**src/rtl/assert_macros.svh**
```systemverilog
// assertion macros shared by the receiver rtl
// expects i_clk and i_rst_n in the scope of use
`ifndef ASSERT_MACROS_SVH
`define ASSERT_MACROS_SVH

// checked on every rising edge outside reset
`define SRR_ASSERT(label, prop, msg) \
    label: assert property (@(posedge i_clk) disable iff (!i_rst_n) prop) else $error(msg);

// checked on every rising edge, reset included
`define SRR_ASSERT_ALWAYS(label, prop, msg) \
    label: assert property (@(posedge i_clk) prop) else $error(msg);

`endif

```
**src/rtl/srr_pkg.sv**
```systemverilog
// types and constants of the selective repeat receiver
// no dependencies
`default_nettype none

package srr_pkg;

    localparam int SEQ_W  = 32;
    localparam int LEN_W  = 11;
    localparam int HDL_W  = 8;
    localparam int FILE_W = 16;
    localparam int WIN_W  = 6;

    localparam logic [WIN_W-1:0] WINDOW_RESET = 6'd32;

    localparam logic [1:0] ACT_START = 2'd0;
    localparam logic [1:0] ACT_END   = 2'd1;
    localparam logic [1:0] ACT_DATA  = 2'd2;

    typedef enum logic [1:0] {
        KIND_ACK     = 2'd0,
        KIND_DELIVER = 2'd1,
        KIND_DISCARD = 2'd2
    } t_kind;

    typedef enum logic [1:0] {
        OP_START = 2'd0,
        OP_END   = 2'd1,
        OP_DATA  = 2'd2,
        OP_BAD   = 2'd3
    } t_op;

    typedef struct packed {
        logic [1:0]       action;
        logic [SEQ_W-1:0] seq_num;
        logic [LEN_W-1:0] payload_length;
        logic [31:0]      header_checksum;
        logic [31:0]      payload_crc;
        logic [HDL_W-1:0] payload_handle;
    } t_in_word;

    typedef struct packed {
        t_kind             kind;
        logic [SEQ_W-1:0]  out_seq;
        logic [HDL_W-1:0]  out_handle;
        logic [LEN_W-1:0]  out_length;
        logic [FILE_W-1:0] file_number;
        logic              last;
    } t_out_word;

    typedef struct packed {
        t_op              op;
        logic [SEQ_W-1:0] seq_num;
        logic [LEN_W-1:0] payload_length;
        logic [HDL_W-1:0] payload_handle;
    } t_cmd;

endpackage

`default_nettype wire

```
**src/rtl/srr_ram.sv**
```systemverilog
// generic single write port ram with registered read
// no dependencies
`default_nettype none

module srr_ram #(
    parameter int WIDTH = 19,
    parameter int DEPTH = 32
) (
    input  wire logic                           i_clk,
    input  wire logic                           i_wr_en,
    input  wire logic [((DEPTH > 1) ? $clog2(DEPTH) : 1)-1:0] i_wr_addr,
    input  wire logic [WIDTH-1:0]               i_wr_data,
    input  wire logic                           i_rd_en,
    input  wire logic [((DEPTH > 1) ? $clog2(DEPTH) : 1)-1:0] i_rd_addr,
    output logic [WIDTH-1:0]                    o_rd_data
);

    logic [WIDTH-1:0] r_mem [DEPTH];
    logic [WIDTH-1:0] r_q;

    always_ff @(posedge i_clk) begin
        if (i_wr_en) begin
            r_mem[i_wr_addr] <= i_wr_data;
        end
        if (i_rd_en) begin
            r_q <= r_mem[i_rd_addr];
        end
    end

    assign o_rd_data = r_q;

endmodule

`default_nettype wire

```
**src/rtl/srr_fifo.sv**
```systemverilog
// small synchronous queue of flip-flops
// includes assert_macros.svh
`default_nettype none
`include "assert_macros.svh"

module srr_fifo #(
    parameter int WIDTH = 8,
    parameter int DEPTH = 2
) (
    input  wire logic             i_clk,
    input  wire logic             i_rst_n,
    input  wire logic             i_push,
    input  wire logic [WIDTH-1:0] i_data,
    output logic                  o_full,
    input  wire logic             i_pop,
    output logic [WIDTH-1:0]      o_data,
    output logic                  o_empty
);

    localparam int AW = (DEPTH > 1) ? $clog2(DEPTH) : 1;
    localparam int CW = $clog2(DEPTH + 1);
    localparam logic [AW-1:0] PTR_LAST  = AW'(DEPTH - 1);
    localparam logic [CW-1:0] CNT_FULL  = CW'(DEPTH);

    logic [WIDTH-1:0] r_mem [DEPTH];
    logic [AW-1:0]    r_wr_ptr;
    logic [AW-1:0]    r_rd_ptr;
    logic [CW-1:0]    r_count;
    logic             wr_go;
    logic             rd_go;

    assign o_full  = (r_count == CNT_FULL);
    assign o_empty = (r_count == '0);
    assign o_data  = r_mem[r_rd_ptr];
    assign wr_go   = i_push && !o_full;
    assign rd_go   = i_pop && !o_empty;

    always_ff @(posedge i_clk) begin
        if (wr_go) begin
            r_mem[r_wr_ptr] <= i_data;
        end
        if (!i_rst_n) begin
            r_wr_ptr <= '0;
            r_rd_ptr <= '0;
            r_count  <= '0;
        end else begin
            if (wr_go) begin
                r_wr_ptr <= (r_wr_ptr == PTR_LAST) ? '0 : r_wr_ptr + 1'b1;
            end
            if (rd_go) begin
                r_rd_ptr <= (r_rd_ptr == PTR_LAST) ? '0 : r_rd_ptr + 1'b1;
            end
            if (wr_go && !rd_go) begin
                r_count <= r_count + 1'b1;
            end else if (rd_go && !wr_go) begin
                r_count <= r_count - 1'b1;
            end
        end
    end

    `SRR_ASSERT(a_fifo_count_bound, (r_count <= CNT_FULL), "queue count above depth")

endmodule

`default_nettype wire

```
**src/rtl/srr_front.sv**
```systemverilog
// front part: takes packet headers, checks length and checksum, drops ignored types
// uses srr_pkg
`default_nettype none

module srr_front #(
    parameter int MAX_PAYLOAD = 1456
) (
    input  wire logic             i_clk,
    input  wire logic             i_rst_n,
    input  wire logic             i_push,
    input  wire srr_pkg::t_in_word i_item,
    output logic                  o_full,
    output logic                  o_cmd_push,
    output srr_pkg::t_cmd         o_cmd,
    input  wire logic             i_cmd_full
);

    localparam logic [srr_pkg::LEN_W-1:0] LEN_MAX = srr_pkg::LEN_W'(MAX_PAYLOAD);

    logic          r_valid;
    srr_pkg::t_cmd r_cmd;
    logic          n_valid;
    srr_pkg::t_cmd n_cmd;
    logic          accept;
    logic          drain;
    logic          keep;
    logic          bad;

    assign o_full     = r_valid && i_cmd_full;
    assign o_cmd_push = r_valid;
    assign o_cmd      = r_cmd;
    assign accept     = i_push && !o_full;
    assign drain      = r_valid && !i_cmd_full;

    always_comb begin
        bad = (i_item.payload_length == '0) || (i_item.payload_length > LEN_MAX)
              || (i_item.header_checksum != i_item.payload_crc);
        n_cmd.seq_num        = i_item.seq_num;
        n_cmd.payload_length = i_item.payload_length;
        n_cmd.payload_handle = i_item.payload_handle;
        keep                 = 1'b1;
        case (i_item.action)
            srr_pkg::ACT_START: n_cmd.op = srr_pkg::OP_START;
            srr_pkg::ACT_END:   n_cmd.op = srr_pkg::OP_END;
            srr_pkg::ACT_DATA:  n_cmd.op = bad ? srr_pkg::OP_BAD : srr_pkg::OP_DATA;
            default: begin
                n_cmd.op = srr_pkg::OP_START;
                keep     = 1'b0;
            end
        endcase
        if (accept) begin
            n_valid = keep;
        end else if (drain) begin
            n_valid = 1'b0;
        end else begin
            n_valid = r_valid;
        end
    end

    always_ff @(posedge i_clk) begin
        if (accept) begin
            r_cmd <= n_cmd;
        end
        if (!i_rst_n) begin
            r_valid <= 1'b0;
        end else begin
            r_valid <= n_valid;
        end
    end

endmodule

`default_nettype wire

```
**src/rtl/srr_back.sv**
```systemverilog
// back part: connection state, window store and result sequencing
// uses srr_pkg, srr_ram and assert_macros.svh
`default_nettype none
`include "assert_macros.svh"

module srr_back #(
    parameter int WINDOW_MAX  = 32,
    parameter int HANDLE_BITS = 8
) (
    input  wire logic                      i_clk,
    input  wire logic                      i_rst_n,
    input  wire logic                      i_cfg_wr_en,
    input  wire logic [srr_pkg::WIN_W-1:0] i_cfg_wr_data,
    input  wire srr_pkg::t_cmd             i_cmd,
    input  wire logic                      i_cmd_empty,
    output logic                           o_cmd_pop,
    output logic                           o_res_push,
    output srr_pkg::t_out_word             o_res,
    input  wire logic                      i_res_full
);

    localparam int IDX_W = (WINDOW_MAX > 1) ? $clog2(WINDOW_MAX) : 1;
    localparam int CNT_W = $clog2(WINDOW_MAX + 1);
    localparam int SLOT_W = HANDLE_BITS + srr_pkg::LEN_W;
    localparam logic [IDX_W-1:0] IDX_LAST = IDX_W'(WINDOW_MAX - 1);
    localparam logic [IDX_W:0]   WMAX_EXT = (IDX_W + 1)'(WINDOW_MAX);
    localparam logic [CNT_W-1:0] CNT_END  = CNT_W'(WINDOW_MAX);
    localparam logic [srr_pkg::WIN_W-1:0] WIN_CAP = srr_pkg::WIN_W'(WINDOW_MAX);

    typedef enum logic [3:0] {
        S_IDLE,
        S_EXEC,
        S_DUP,
        S_DLV,
        S_RD,
        S_OUT,
        S_OLD_RD,
        S_OLD_OUT,
        S_SCAN,
        S_SCAN_D
    } t_state;

    t_state              r_state,     n_state;
    logic                r_connected, n_connected;
    logic [31:0]         r_exp,       n_exp;
    logic [IDX_W-1:0]    r_exp_idx,   n_exp_idx;
    logic [31:0]         r_start_seq, n_start_seq;
    logic [15:0]         r_file,      n_file;
    logic [WINDOW_MAX-1:0] r_valid,   n_valid;
    logic [srr_pkg::WIN_W-1:0] r_win;
    srr_pkg::t_cmd       r_cmd,       n_cmd;
    logic                r_in_win,    n_in_win;
    logic                r_below,     n_below;
    logic                r_equal,     n_equal;
    logic [IDX_W-1:0]    r_idx,       n_idx;
    logic [CNT_W-1:0]    r_cnt,       n_cnt;
    logic [IDX_W-1:0]    r_sidx,      n_sidx;
    logic [31:0]         r_sseq,      n_sseq;
    logic [31:0]         r_dseq,      n_dseq;
    srr_pkg::t_out_word  r_hold,      n_hold;

    logic [31:0]         diff;
    logic [IDX_W:0]      slot_sum;
    logic [srr_pkg::WIN_W-1:0] win;
    logic [32:0]         limit;
    logic [IDX_W-1:0]    nidx_exp;
    logic [IDX_W-1:0]    nidx_scan;
    logic                more;
    logic                ram_wr_en;
    logic                ram_rd_en;
    logic [IDX_W-1:0]    ram_rd_addr;
    logic [SLOT_W-1:0]   ram_wr_data;
    logic [SLOT_W-1:0]   ram_q;
    logic [7:0]          ram_handle;
    logic [srr_pkg::LEN_W-1:0] ram_len;
    logic [7:0]          cmd_handle;

    function automatic logic [IDX_W-1:0] next_idx(input logic [IDX_W-1:0] idx,
                                                  input logic [31:0] s);
        if (s == '1) begin
            return '0;
        end else if (idx == IDX_LAST) begin
            return '0;
        end else begin
            return idx + 1'b1;
        end
    endfunction

    function automatic srr_pkg::t_out_word mk_word(input srr_pkg::t_kind k,
                                                   input logic [31:0] s,
                                                   input logic [7:0] h,
                                                   input logic [srr_pkg::LEN_W-1:0] l,
                                                   input logic [15:0] f,
                                                   input logic lst);
        srr_pkg::t_out_word w;
        w.kind        = k;
        w.out_seq     = s;
        w.out_handle  = h;
        w.out_length  = l;
        w.file_number = f;
        w.last        = lst;
        return w;
    endfunction

    srr_ram #(
        .WIDTH (SLOT_W),
        .DEPTH (WINDOW_MAX)
    ) u_slots (
        .i_clk     (i_clk),
        .i_wr_en   (ram_wr_en),
        .i_wr_addr (r_idx),
        .i_wr_data (ram_wr_data),
        .i_rd_en   (ram_rd_en),
        .i_rd_addr (ram_rd_addr),
        .o_rd_data (ram_q)
    );

    assign ram_handle  = 8'(ram_q[SLOT_W-1:srr_pkg::LEN_W]);
    assign ram_len     = ram_q[srr_pkg::LEN_W-1:0];
    assign cmd_handle  = 8'(HANDLE_BITS'(r_cmd.payload_handle));
    assign ram_wr_data = {HANDLE_BITS'(r_cmd.payload_handle), r_cmd.payload_length};
    assign nidx_exp    = next_idx(r_exp_idx, r_exp);
    assign nidx_scan   = next_idx(r_sidx, r_sseq);

    // window check and slot index for the word at the head of the queue
    always_comb begin
        diff     = i_cmd.seq_num - r_exp;
        slot_sum = {1'b0, r_exp_idx} + {1'b0, diff[IDX_W-1:0]};
        win      = (r_win < WIN_CAP) ? r_win : WIN_CAP;
        limit    = {1'b0, r_exp} + {{(33 - srr_pkg::WIN_W){1'b0}}, win};
    end

    always_comb begin
        n_state     = r_state;
        n_connected = r_connected;
        n_exp       = r_exp;
        n_exp_idx   = r_exp_idx;
        n_start_seq = r_start_seq;
        n_file      = r_file;
        n_valid     = r_valid;
        n_cmd       = r_cmd;
        n_in_win    = r_in_win;
        n_below     = r_below;
        n_equal     = r_equal;
        n_idx       = r_idx;
        n_cnt       = r_cnt;
        n_sidx      = r_sidx;
        n_sseq      = r_sseq;
        n_dseq      = r_dseq;
        n_hold      = r_hold;
        o_cmd_pop   = 1'b0;
        o_res_push  = 1'b0;
        o_res       = r_hold;
        ram_wr_en   = 1'b0;
        ram_rd_en   = 1'b0;
        ram_rd_addr = r_exp_idx;
        more        = 1'b0;
        case (r_state)
            S_IDLE: begin
                if (!i_cmd_empty) begin
                    o_cmd_pop = 1'b1;
                    n_cmd     = i_cmd;
                    n_in_win  = ({1'b0, i_cmd.seq_num} < limit);
                    n_below   = (i_cmd.seq_num < r_exp);
                    n_equal   = (i_cmd.seq_num == r_exp);
                    n_idx     = (slot_sum >= WMAX_EXT) ? IDX_W'(slot_sum - WMAX_EXT)
                                                       : slot_sum[IDX_W-1:0];
                    n_state   = S_EXEC;
                end
            end
            S_EXEC: begin
                case (r_cmd.op)
                    srr_pkg::OP_START: begin
                        if (r_connected) begin
                            n_state = S_IDLE;
                        end else if (!i_res_full) begin
                            o_res_push  = 1'b1;
                            o_res       = mk_word(srr_pkg::KIND_ACK, r_cmd.seq_num, 8'd0,
                                                  '0, r_file, 1'b1);
                            n_start_seq = r_cmd.seq_num;
                            n_exp       = '0;
                            n_exp_idx   = '0;
                            n_valid     = '0;
                            n_connected = 1'b1;
                            n_state     = S_IDLE;
                        end
                    end
                    srr_pkg::OP_END: begin
                        if (!r_connected) begin
                            n_state = S_IDLE;
                        end else begin
                            n_hold  = mk_word(srr_pkg::KIND_ACK, r_start_seq, 8'd0, '0,
                                              r_file, 1'b0);
                            n_cnt   = '0;
                            n_sidx  = r_exp_idx;
                            n_sseq  = r_exp;
                            n_state = S_SCAN;
                        end
                    end
                    srr_pkg::OP_DATA, srr_pkg::OP_BAD: begin
                        if (!r_connected) begin
                            n_state = S_IDLE;
                        end else if (!i_res_full) begin
                            o_res_push = 1'b1;
                            if (r_cmd.op == srr_pkg::OP_BAD || !r_in_win) begin
                                o_res   = mk_word(srr_pkg::KIND_DISCARD, r_cmd.seq_num,
                                                  cmd_handle, '0, r_file, 1'b1);
                                n_state = S_IDLE;
                            end else begin
                                o_res = mk_word(srr_pkg::KIND_ACK, r_cmd.seq_num, 8'd0, '0,
                                                r_file, !(r_below || r_equal || r_valid[r_idx]));
                                if (r_below) begin
                                    n_state = S_DUP;
                                end else if (r_equal) begin
                                    n_state = S_DLV;
                                end else if (r_valid[r_idx]) begin
                                    n_state = S_OLD_RD;
                                end else begin
                                    ram_wr_en      = 1'b1;
                                    n_valid[r_idx] = 1'b1;
                                    n_state        = S_IDLE;
                                end
                            end
                        end
                    end
                    default: n_state = S_IDLE;
                endcase
            end
            S_DUP: begin
                if (!i_res_full) begin
                    o_res_push = 1'b1;
                    o_res      = mk_word(srr_pkg::KIND_DISCARD, r_cmd.seq_num, cmd_handle,
                                         '0, r_file, 1'b1);
                    n_state    = S_IDLE;
                end
            end
            S_DLV: begin
                if (!i_res_full) begin
                    more       = r_valid[nidx_exp];
                    o_res_push = 1'b1;
                    o_res      = mk_word(srr_pkg::KIND_DELIVER, r_exp, cmd_handle,
                                         r_cmd.payload_length, r_file, !more);
                    n_exp      = r_exp + 32'd1;
                    n_exp_idx  = nidx_exp;
                    n_state    = more ? S_RD : S_IDLE;
                end
            end
            S_RD: begin
                ram_rd_en   = 1'b1;
                ram_rd_addr = r_exp_idx;
                n_state     = S_OUT;
            end
            S_OUT: begin
                if (!i_res_full) begin
                    more               = (nidx_exp != r_exp_idx) && r_valid[nidx_exp];
                    o_res_push         = 1'b1;
                    o_res              = mk_word(srr_pkg::KIND_DELIVER, r_exp, ram_handle,
                                                 ram_len, r_file, !more);
                    n_valid[r_exp_idx] = 1'b0;
                    n_exp              = r_exp + 32'd1;
                    n_exp_idx          = nidx_exp;
                    n_state            = more ? S_RD : S_IDLE;
                end
            end
            S_OLD_RD: begin
                ram_rd_en   = 1'b1;
                ram_rd_addr = r_idx;
                n_state     = S_OLD_OUT;
            end
            S_OLD_OUT: begin
                if (!i_res_full) begin
                    o_res_push = 1'b1;
                    o_res      = mk_word(srr_pkg::KIND_DISCARD, r_cmd.seq_num, ram_handle,
                                         '0, r_file, 1'b1);
                    ram_wr_en  = 1'b1;
                    n_state    = S_IDLE;
                end
            end
            S_SCAN: begin
                if (r_cnt == CNT_END) begin
                    if (!i_res_full) begin
                        o_res_push  = 1'b1;
                        o_res       = r_hold;
                        o_res.last  = 1'b1;
                        n_connected = 1'b0;
                        n_file      = r_file + 16'd1;
                        n_state     = S_IDLE;
                    end
                end else begin
                    n_cnt  = r_cnt + 1'b1;
                    n_sseq = r_sseq + 32'd1;
                    n_sidx = nidx_scan;
                    if (r_valid[r_sidx]) begin
                        ram_rd_en       = 1'b1;
                        ram_rd_addr     = r_sidx;
                        n_valid[r_sidx] = 1'b0;
                        n_dseq          = r_sseq;
                        n_state         = S_SCAN_D;
                    end
                end
            end
            S_SCAN_D: begin
                if (!i_res_full) begin
                    o_res_push = 1'b1;
                    o_res      = r_hold;
                    n_hold     = mk_word(srr_pkg::KIND_DISCARD, r_dseq, ram_handle, '0,
                                         r_file, 1'b0);
                    n_state    = S_SCAN;
                end
            end
            default: n_state = S_IDLE;
        endcase
    end

    always_ff @(posedge i_clk) begin
        r_cmd    <= n_cmd;
        r_in_win <= n_in_win;
        r_below  <= n_below;
        r_equal  <= n_equal;
        r_idx    <= n_idx;
        r_cnt    <= n_cnt;
        r_sidx   <= n_sidx;
        r_sseq   <= n_sseq;
        r_dseq   <= n_dseq;
        r_hold   <= n_hold;
        if (!i_rst_n) begin
            r_state     <= S_IDLE;
            r_connected <= 1'b0;
            r_exp       <= '0;
            r_exp_idx   <= '0;
            r_start_seq <= '0;
            r_file      <= '0;
            r_valid     <= '0;
            r_win       <= srr_pkg::WINDOW_RESET;
        end else begin
            r_state     <= n_state;
            r_connected <= n_connected;
            r_exp       <= n_exp;
            r_exp_idx   <= n_exp_idx;
            r_start_seq <= n_start_seq;
            r_file      <= n_file;
            r_valid     <= n_valid;
            if (i_cfg_wr_en) begin
                r_win <= i_cfg_wr_data;
            end
        end
    end

    `SRR_ASSERT(a_end_closes, (r_state == S_SCAN && r_cnt == CNT_END && !i_res_full) |=> !r_connected, "connection still open after end scan")
    `SRR_ASSERT(a_deliver_advances, (o_res_push && o_res.kind == srr_pkg::KIND_DELIVER) |=> (r_exp == $past(r_exp) + 32'd1), "delivery without advance of expected sequence")
    `SRR_ASSERT(a_start_clears, (r_state == S_EXEC && r_cmd.op == srr_pkg::OP_START && !r_connected && !i_res_full) |=> (r_valid == '0 && r_exp == '0 && r_connected), "start did not reset the window")

endmodule

`default_nettype wire

```
**src/rtl/selective_repeat_receiver.sv**
```systemverilog
// selective repeat receiver: header front end, command queue, window back end, result queue
// items pass the front register and command queue; the back end ends each command before the next
// each buffered packet drained on delivery needs a registered slot store read
// end of connection scans all WINDOW_MAX slots and discards each buffered packet
// synchronous active-low reset closes the connection, clears all slot valid bits at once, no sweep
`default_nettype none

module selective_repeat_receiver #(
    parameter int WINDOW_MAX  = 32,
    parameter int MAX_PAYLOAD = 1456,
    parameter int HANDLE_BITS = 8
) (
    input  wire logic                      i_clk,
    input  wire logic                      i_rst_n,
    input  wire logic                      push,
    input  wire srr_pkg::t_in_word         i_item,
    output logic                           full,
    output logic                           empty,
    input  wire logic                      pop,
    output srr_pkg::t_out_word             o_result,
    input  wire logic                      i_cfg_wr_en,
    input  wire logic [srr_pkg::WIN_W-1:0] i_cfg_wr_data
);

    logic               cmd_push;
    srr_pkg::t_cmd      cmd_in;
    logic               cmd_full;
    logic               cmd_pop;
    srr_pkg::t_cmd      cmd_head;
    logic               cmd_empty;
    logic               res_push;
    srr_pkg::t_out_word res_in;
    logic               res_full;

    srr_front #(
        .MAX_PAYLOAD (MAX_PAYLOAD)
    ) u_front (
        .i_clk      (i_clk),
        .i_rst_n    (i_rst_n),
        .i_push     (push),
        .i_item     (i_item),
        .o_full     (full),
        .o_cmd_push (cmd_push),
        .o_cmd      (cmd_in),
        .i_cmd_full (cmd_full)
    );

    srr_fifo #(
        .WIDTH ($bits(srr_pkg::t_cmd)),
        .DEPTH (2)
    ) u_cmd_q (
        .i_clk   (i_clk),
        .i_rst_n (i_rst_n),
        .i_push  (cmd_push),
        .i_data  (cmd_in),
        .o_full  (cmd_full),
        .i_pop   (cmd_pop),
        .o_data  (cmd_head),
        .o_empty (cmd_empty)
    );

    srr_back #(
        .WINDOW_MAX  (WINDOW_MAX),
        .HANDLE_BITS (HANDLE_BITS)
    ) u_back (
        .i_clk         (i_clk),
        .i_rst_n       (i_rst_n),
        .i_cfg_wr_en   (i_cfg_wr_en),
        .i_cfg_wr_data (i_cfg_wr_data),
        .i_cmd         (cmd_head),
        .i_cmd_empty   (cmd_empty),
        .o_cmd_pop     (cmd_pop),
        .o_res_push    (res_push),
        .o_res         (res_in),
        .i_res_full    (res_full)
    );

    srr_fifo #(
        .WIDTH ($bits(srr_pkg::t_out_word)),
        .DEPTH (4)
    ) u_res_q (
        .i_clk   (i_clk),
        .i_rst_n (i_rst_n),
        .i_push  (res_push),
        .i_data  (res_in),
        .o_full  (res_full),
        .i_pop   (pop),
        .o_data  (o_result),
        .o_empty (empty)
    );

endmodule

`default_nettype wire

```
**config.mk**
```make
export PLATFORM = sky130hd
export DESIGN_NAME = selective_repeat_receiver
export DESIGN_NICKNAME = d
export VERILOG_FILES = /design/src/rtl/srr_pkg.sv /design/src/rtl/srr_ram.sv /design/src/rtl/srr_fifo.sv /design/src/rtl/srr_front.sv /design/src/rtl/srr_back.sv /design/src/rtl/selective_repeat_receiver.sv
export VERILOG_INCLUDE_DIRS = /design/src /design/src/rtl
export SDC_FILE = /design/constraint.sdc
export NUM_CORES = 2
export LEC_CHECK = 0
export BUFFER_PORTS_ARGS = -buffer_cell sky130_fd_sc_hd__buf_4
export CAP_MARGIN = 40
export CELL_PAD_IN_SITES_DETAIL_PLACEMENT = 1
export CELL_PAD_IN_SITES_GLOBAL_PLACEMENT = 1
export CORE_MARGIN = 10
export CORE_UTILIZATION = 55
export CTS_CLUSTER_SIZE = 12
export DETAILED_ROUTE_END_ITERATION = 16
export MAX_ROUTING_LAYER = met4
export PLACE_DENSITY_LB_ADDON = 0.1
export SLEW_MARGIN = 20
export SYNTH_ARGS = -nofsm -noshare
export SYNTH_HDL_FRONTEND = slang
export SYNTH_SLANG_ARGS = --single-unit
```
**constraint.sdc**
```tcl
create_clock -name i_clk -period 15.8 [get_ports i_clk]
set_clock_uncertainty 0.15 [all_clocks]
set_input_delay 0.79 -clock i_clk [delete_from_list [all_inputs] [get_ports i_clk]]
set_output_delay 0.79 -clock i_clk [all_outputs]
set_load 0.005 [all_outputs]
```
==> out/metrics.csv <==
stage,metric,value,unit
clock_tree,cts_htree_levels,4,
route,drt-pass1-iter-count,6,
timing,timing.slew.headroom,19.9,%
finish,fin_area,0.0674,sq mm
synthesis,synth_top_cell_by_area,edfxtp_1,
synthesis,synth_ff_type,edfxtp_1,
hold_path,hp-start,i_item[91],
setup_path,cp_top_family,buffers and inverters,
setup_path,critPathLaunch,u_back.r_sidx[0],
clock_tree,cts_tree,yes,
clock_tree,ctsHoldBuffers,0,
synthesis,synth_cell_types,77,
timing,tightestPinTransition,1.20,ns
die,fp.dieH,348,um
setup_path,crit_buf_inv,5,
die,die-area,0.121,sq mm
setup_path,crit_path_start_kind,register,
setup_path,rr_startpoint,u_back.r_sidx[0],
die,io_pins,200,
route,drt-initial-drc-count,4459,
die,core-area,0.107,sq mm
placed_design,hpwlAfterDp,111,mm
synthesis,ys_seq_elements,1402,
die,start_util,55.4,%
clock_tree,cts_buffers,146,
pwr,powerDensity,138,mW/mm^2
setup_path,ff2ff_setup_slack,9.71,ns
timing,setup_viol,0,
timing,grt_setup_unrepaired,false,
timing,hold_viol,0,
flow_run,maxCapViolations,0,
pwr,finalPower,9.28,mW
synthesis,synth_edf_count,1259,
placed_design,port_buffers,199,
setup_path,cpPeakStageDelay,0.78,ns
setup_path,worstPathCellList,mux4_2 -> o2bb2ai_1 -> a2111oi_2 -> nor2_1 -> mux2i_1 -> buf_4 -> and2_4 -> buf_16 -> buf_12 -> buf_4 -> buf_12 -> nand2_1 -> a32oi_1 -> nand4_1 -> a32oi_1,
setup_path,endpoint,u_back.u_slots.o_rd_data[13],
synthesis,synthTopCellsByArea,"edfxtp_1 (64%), dfxtp_1 (4.8%), nand2_1 (3.4%)",
timing,max_freq,164,MHz
synthesis,yosysSeqAreaShare,68.6,%
clock_tree,post_cts_buffers,0,
global_routing,grt_pass1_wl,262,mm
timing,period_minus_slack,6.09,ns
placed_design,place_area,0.0628,sq mm
placed_design,gp_congestion,0.895,
route,vias_per_cell,6.43,
hold_path,hold_class,input pin to register,
timing,min_period_over_period,38.5,%
finish,drive_gt1_share,16.1,%
synthesis,synth_top_area_share,63.7,%
clock_tree,clockRootBuffer,clkbuf_16,
synthesis,syn_inst,4305,
setup_path,crit_type,register to register,
setup_path,crit_fanout,159,
route,drc_errors,0,
clock_tree,cts_sinks,1402,
synthesis,syn_nets,4536,
route,routedWlPerCell,29.0,um
timing,fin_tns_setup,0,ns
clock_tree,cts_buffer_depth,3,
pwr,leakage,22.3,nW
route,final_antenna_net_count,0,
global_routing,grt_max_degree,202,
setup_path,crit_slowest_cell,edfxtp_1,
clock_tree,worst_skew_pair.late_latency,0.78,ns
global_routing,grt_antenna_before_repair,3,
global_routing,overflow,0,
clock_tree,clkTransAtPathRegs,0.06,ns
synthesis,syn-cell-area,0.0593,sq mm
die,die_x,348,um
synthesis,synth_area_per_cell,13.8,sq um
finish,areaGrowthSynthToFinish,13.6,%
pwr,max-vdd-ir-drop,0.000118,V
setup_path,arrival,6.54,ns
setup_path,reg2regPathDepth,15,
route,wirelength,176,mm
route,vias,38900,
synthesis,synth_warnings,0,
synthesis,async_reset_ff_share,0,%
setup_path,end_kind,register,
clock_tree,cts_resized,0,
timing,slew_violations,0,
status,status,completed,
finish,nNetsFinal,4764,
die,row_count,120,
setup_path,r2r_end,u_back.u_slots.o_rd_data[13],
global_routing,track_usage,29.4,%
global_routing,grt_pass1_vias,40500,
setup_path,required,16.26,ns
setup_path,cp.depth,15,
## logic make-up (layout without fill, tap and decap cells)
kind of cell	count (synthesis)	after routing	share of synthesized area, %
DFF	1402	1402	68.6
and+or+nand+nor	1264	1264	9.66
AOI/OAI and AO/OA	764	764	8.14
buffers and inverters	319	659	2.18
muxes	306	306	7.07
xor gates and xnor gates	147	147	2.17
adders and majority gates	103	103	2.22
other	0	1	0
## stage by stage
| stage | util [%] | hold slack (ns) | std cells | worst slack [ns] |
|---|---|---|---|---|
| after global routing | 62.9 | 0.0292 | 6049 | 9.45 |
| after global placement | 58.3 | 0.272 | 5754 | 9.67 |
| after floorplan | - | 0.271 | 4305 | 10.25 |
| after detailed placement | 58.7 | 0.281 | 5776 | 9.77 |
| after CTS | 62.8 | 0.0199 | 6036 | 9.63 |
| final | 62.9 | 0.0521 | 6049 | 9.71 |
## cells in the final DEF (no fill, tap or decap), drive strengths merged, types with 29 or more instances in the layout
master  count
mux2i     122
a211oi     46
nand3     130
edfxtp   1259
dfxtp     143
xor2       64
clkinv     29
and2       46
xnor2      83
buf       328
nand2     542
inv        76
nand4      75
ha         99
o21ai     218
and3       36
nor2      282
a32oi      45
mux4       80
mux2      104
clkbuf    222
nor3       42
a22oi      51
a21oi     194
o22ai      49
## synthesized netlist by cell type (7+ instances only)
library cell / instances
nand2b_1: 11
inv_1: 69
xnor2_1: 83
a22o_1: 21
o21ai_0: 211
nor3b_1: 7
nand3_1: 129
edfxtp_1: 1259
o221ai_1: 21
a31oi_1: 23
mux2i_1: 122
dfxtp_1: 143
a21boi_0: 8
a211oi_1: 45
buf_2: 48
and3_1: 36
nand2_1: 542
and2_1: 44
ha_1: 99
a22oi_1: 51
o22a_1: 18
a21oi_1: 194
xor2_1: 64
nor2b_1: 14
nand3b_1: 15
nor3_1: 40
clkbuf_1: 180
a32oi_1: 45
nor4_1: 18
a21o_1: 27
buf_1: 13
nor2_1: 282
mux4_2: 80
a221oi_1: 7
nand4_1: 75
or3_1: 21
mux2_2: 104
o22ai_1: 49
## how the worst min path moves through the flow
| stage | end | slack [ns] | cells after the start |
|---|---|---|---|
| after detailed placement | u_cmd_q.r_mem[0][28] | 0.28 | 0 |
| final | u_front.o_cmd[27] | 0.05 | 1 |
| after global routing | u_front.o_cmd[44] | 0.03 | 1 |
| after CTS | u_front.o_cmd[37] | 0.02 | 1 |
| after floorplan | u_cmd_q.r_mem[0][0] | 0.27 | 0 |
| after global placement | u_cmd_q.r_mem[0][3] | 0.27 | 0 |
## state kept, by name, indices dropped and copies added (netlist names), 2 cells and up, named ones only
signal / cells
u_back.cmd_handle: 8
u_back.r_cmd: 45
u_back.r_cnt: 6
u_back.r_dseq: 32
u_back.r_exp: 32
u_back.r_exp_idx: 5
u_back.r_file: 16
u_back.r_hold: 57
u_back.r_idx: 5
u_back.r_sidx: 5
u_back.r_sseq: 32
u_back.r_start_seq: 32
u_back.r_state: 4
u_back.r_valid: 32
u_back.r_win: 6
u_back.u_slots.o_rd_data: 19
u_back.u_slots.r_mem: 608
u_cmd_q.r_count: 2
u_cmd_q.r_mem: 106
u_front.o_cmd: 53
u_res_q.r_count: 3
u_res_q.r_mem: 280
u_res_q.r_rd_ptr: 2
u_res_q.r_wr_ptr: 2
## routing by layer
layer / GRT usage (%) / share of wire [%] / vias up
met5: - / 0 / -
met4: 6.92 / 2.0 / 0
li1: - / - / 16700
met3: 5.36 / 8.7 / 279
met1: 40.7 / 42 / 19900
met2: 45.6 / 47 / 1916
## worst register-to-register path: stages (launching register included)
cell and delay, ns:
edfxtp_1 0.78, mux4_2 0.59, o2bb2ai_1 0.17, a2111oi_2 0.47, nor2_1 0.12, mux2i_1 0.16, buf_4 0.23, and2_4 0.37
buf_16 0.31, buf_12 0.59, buf_4 0.79, buf_12 0.32, nand2_1 0.12, a32oi_1 0.19, nand4_1 0.25, a32oi_1 0.32
## layout make-up
cell class	count	area (sq um)
diodes	1	2.50
clock buffers	222	4120
clock inverters	38	314
fillers	10100	39700
inverters	71	268
multi-input cells	2584	17500
flip-flops and latches	1402	40700
well taps	1403	1760
repair buffers	328	2730
## where the power goes
part / switching [mW] / internal (mW) / leakage (nW) / total [mW]
combinational: 0.918 / 0.529 / 7.60 / 1.45
clock: 1.42 / 1.84 / 2.15 / 3.26
sequential: 0.158 / 4.42 / 12.6 / 4.58
total: 2.49 / 6.79 / 22.3 / 9.28
(Power assumes the default switching activity.)
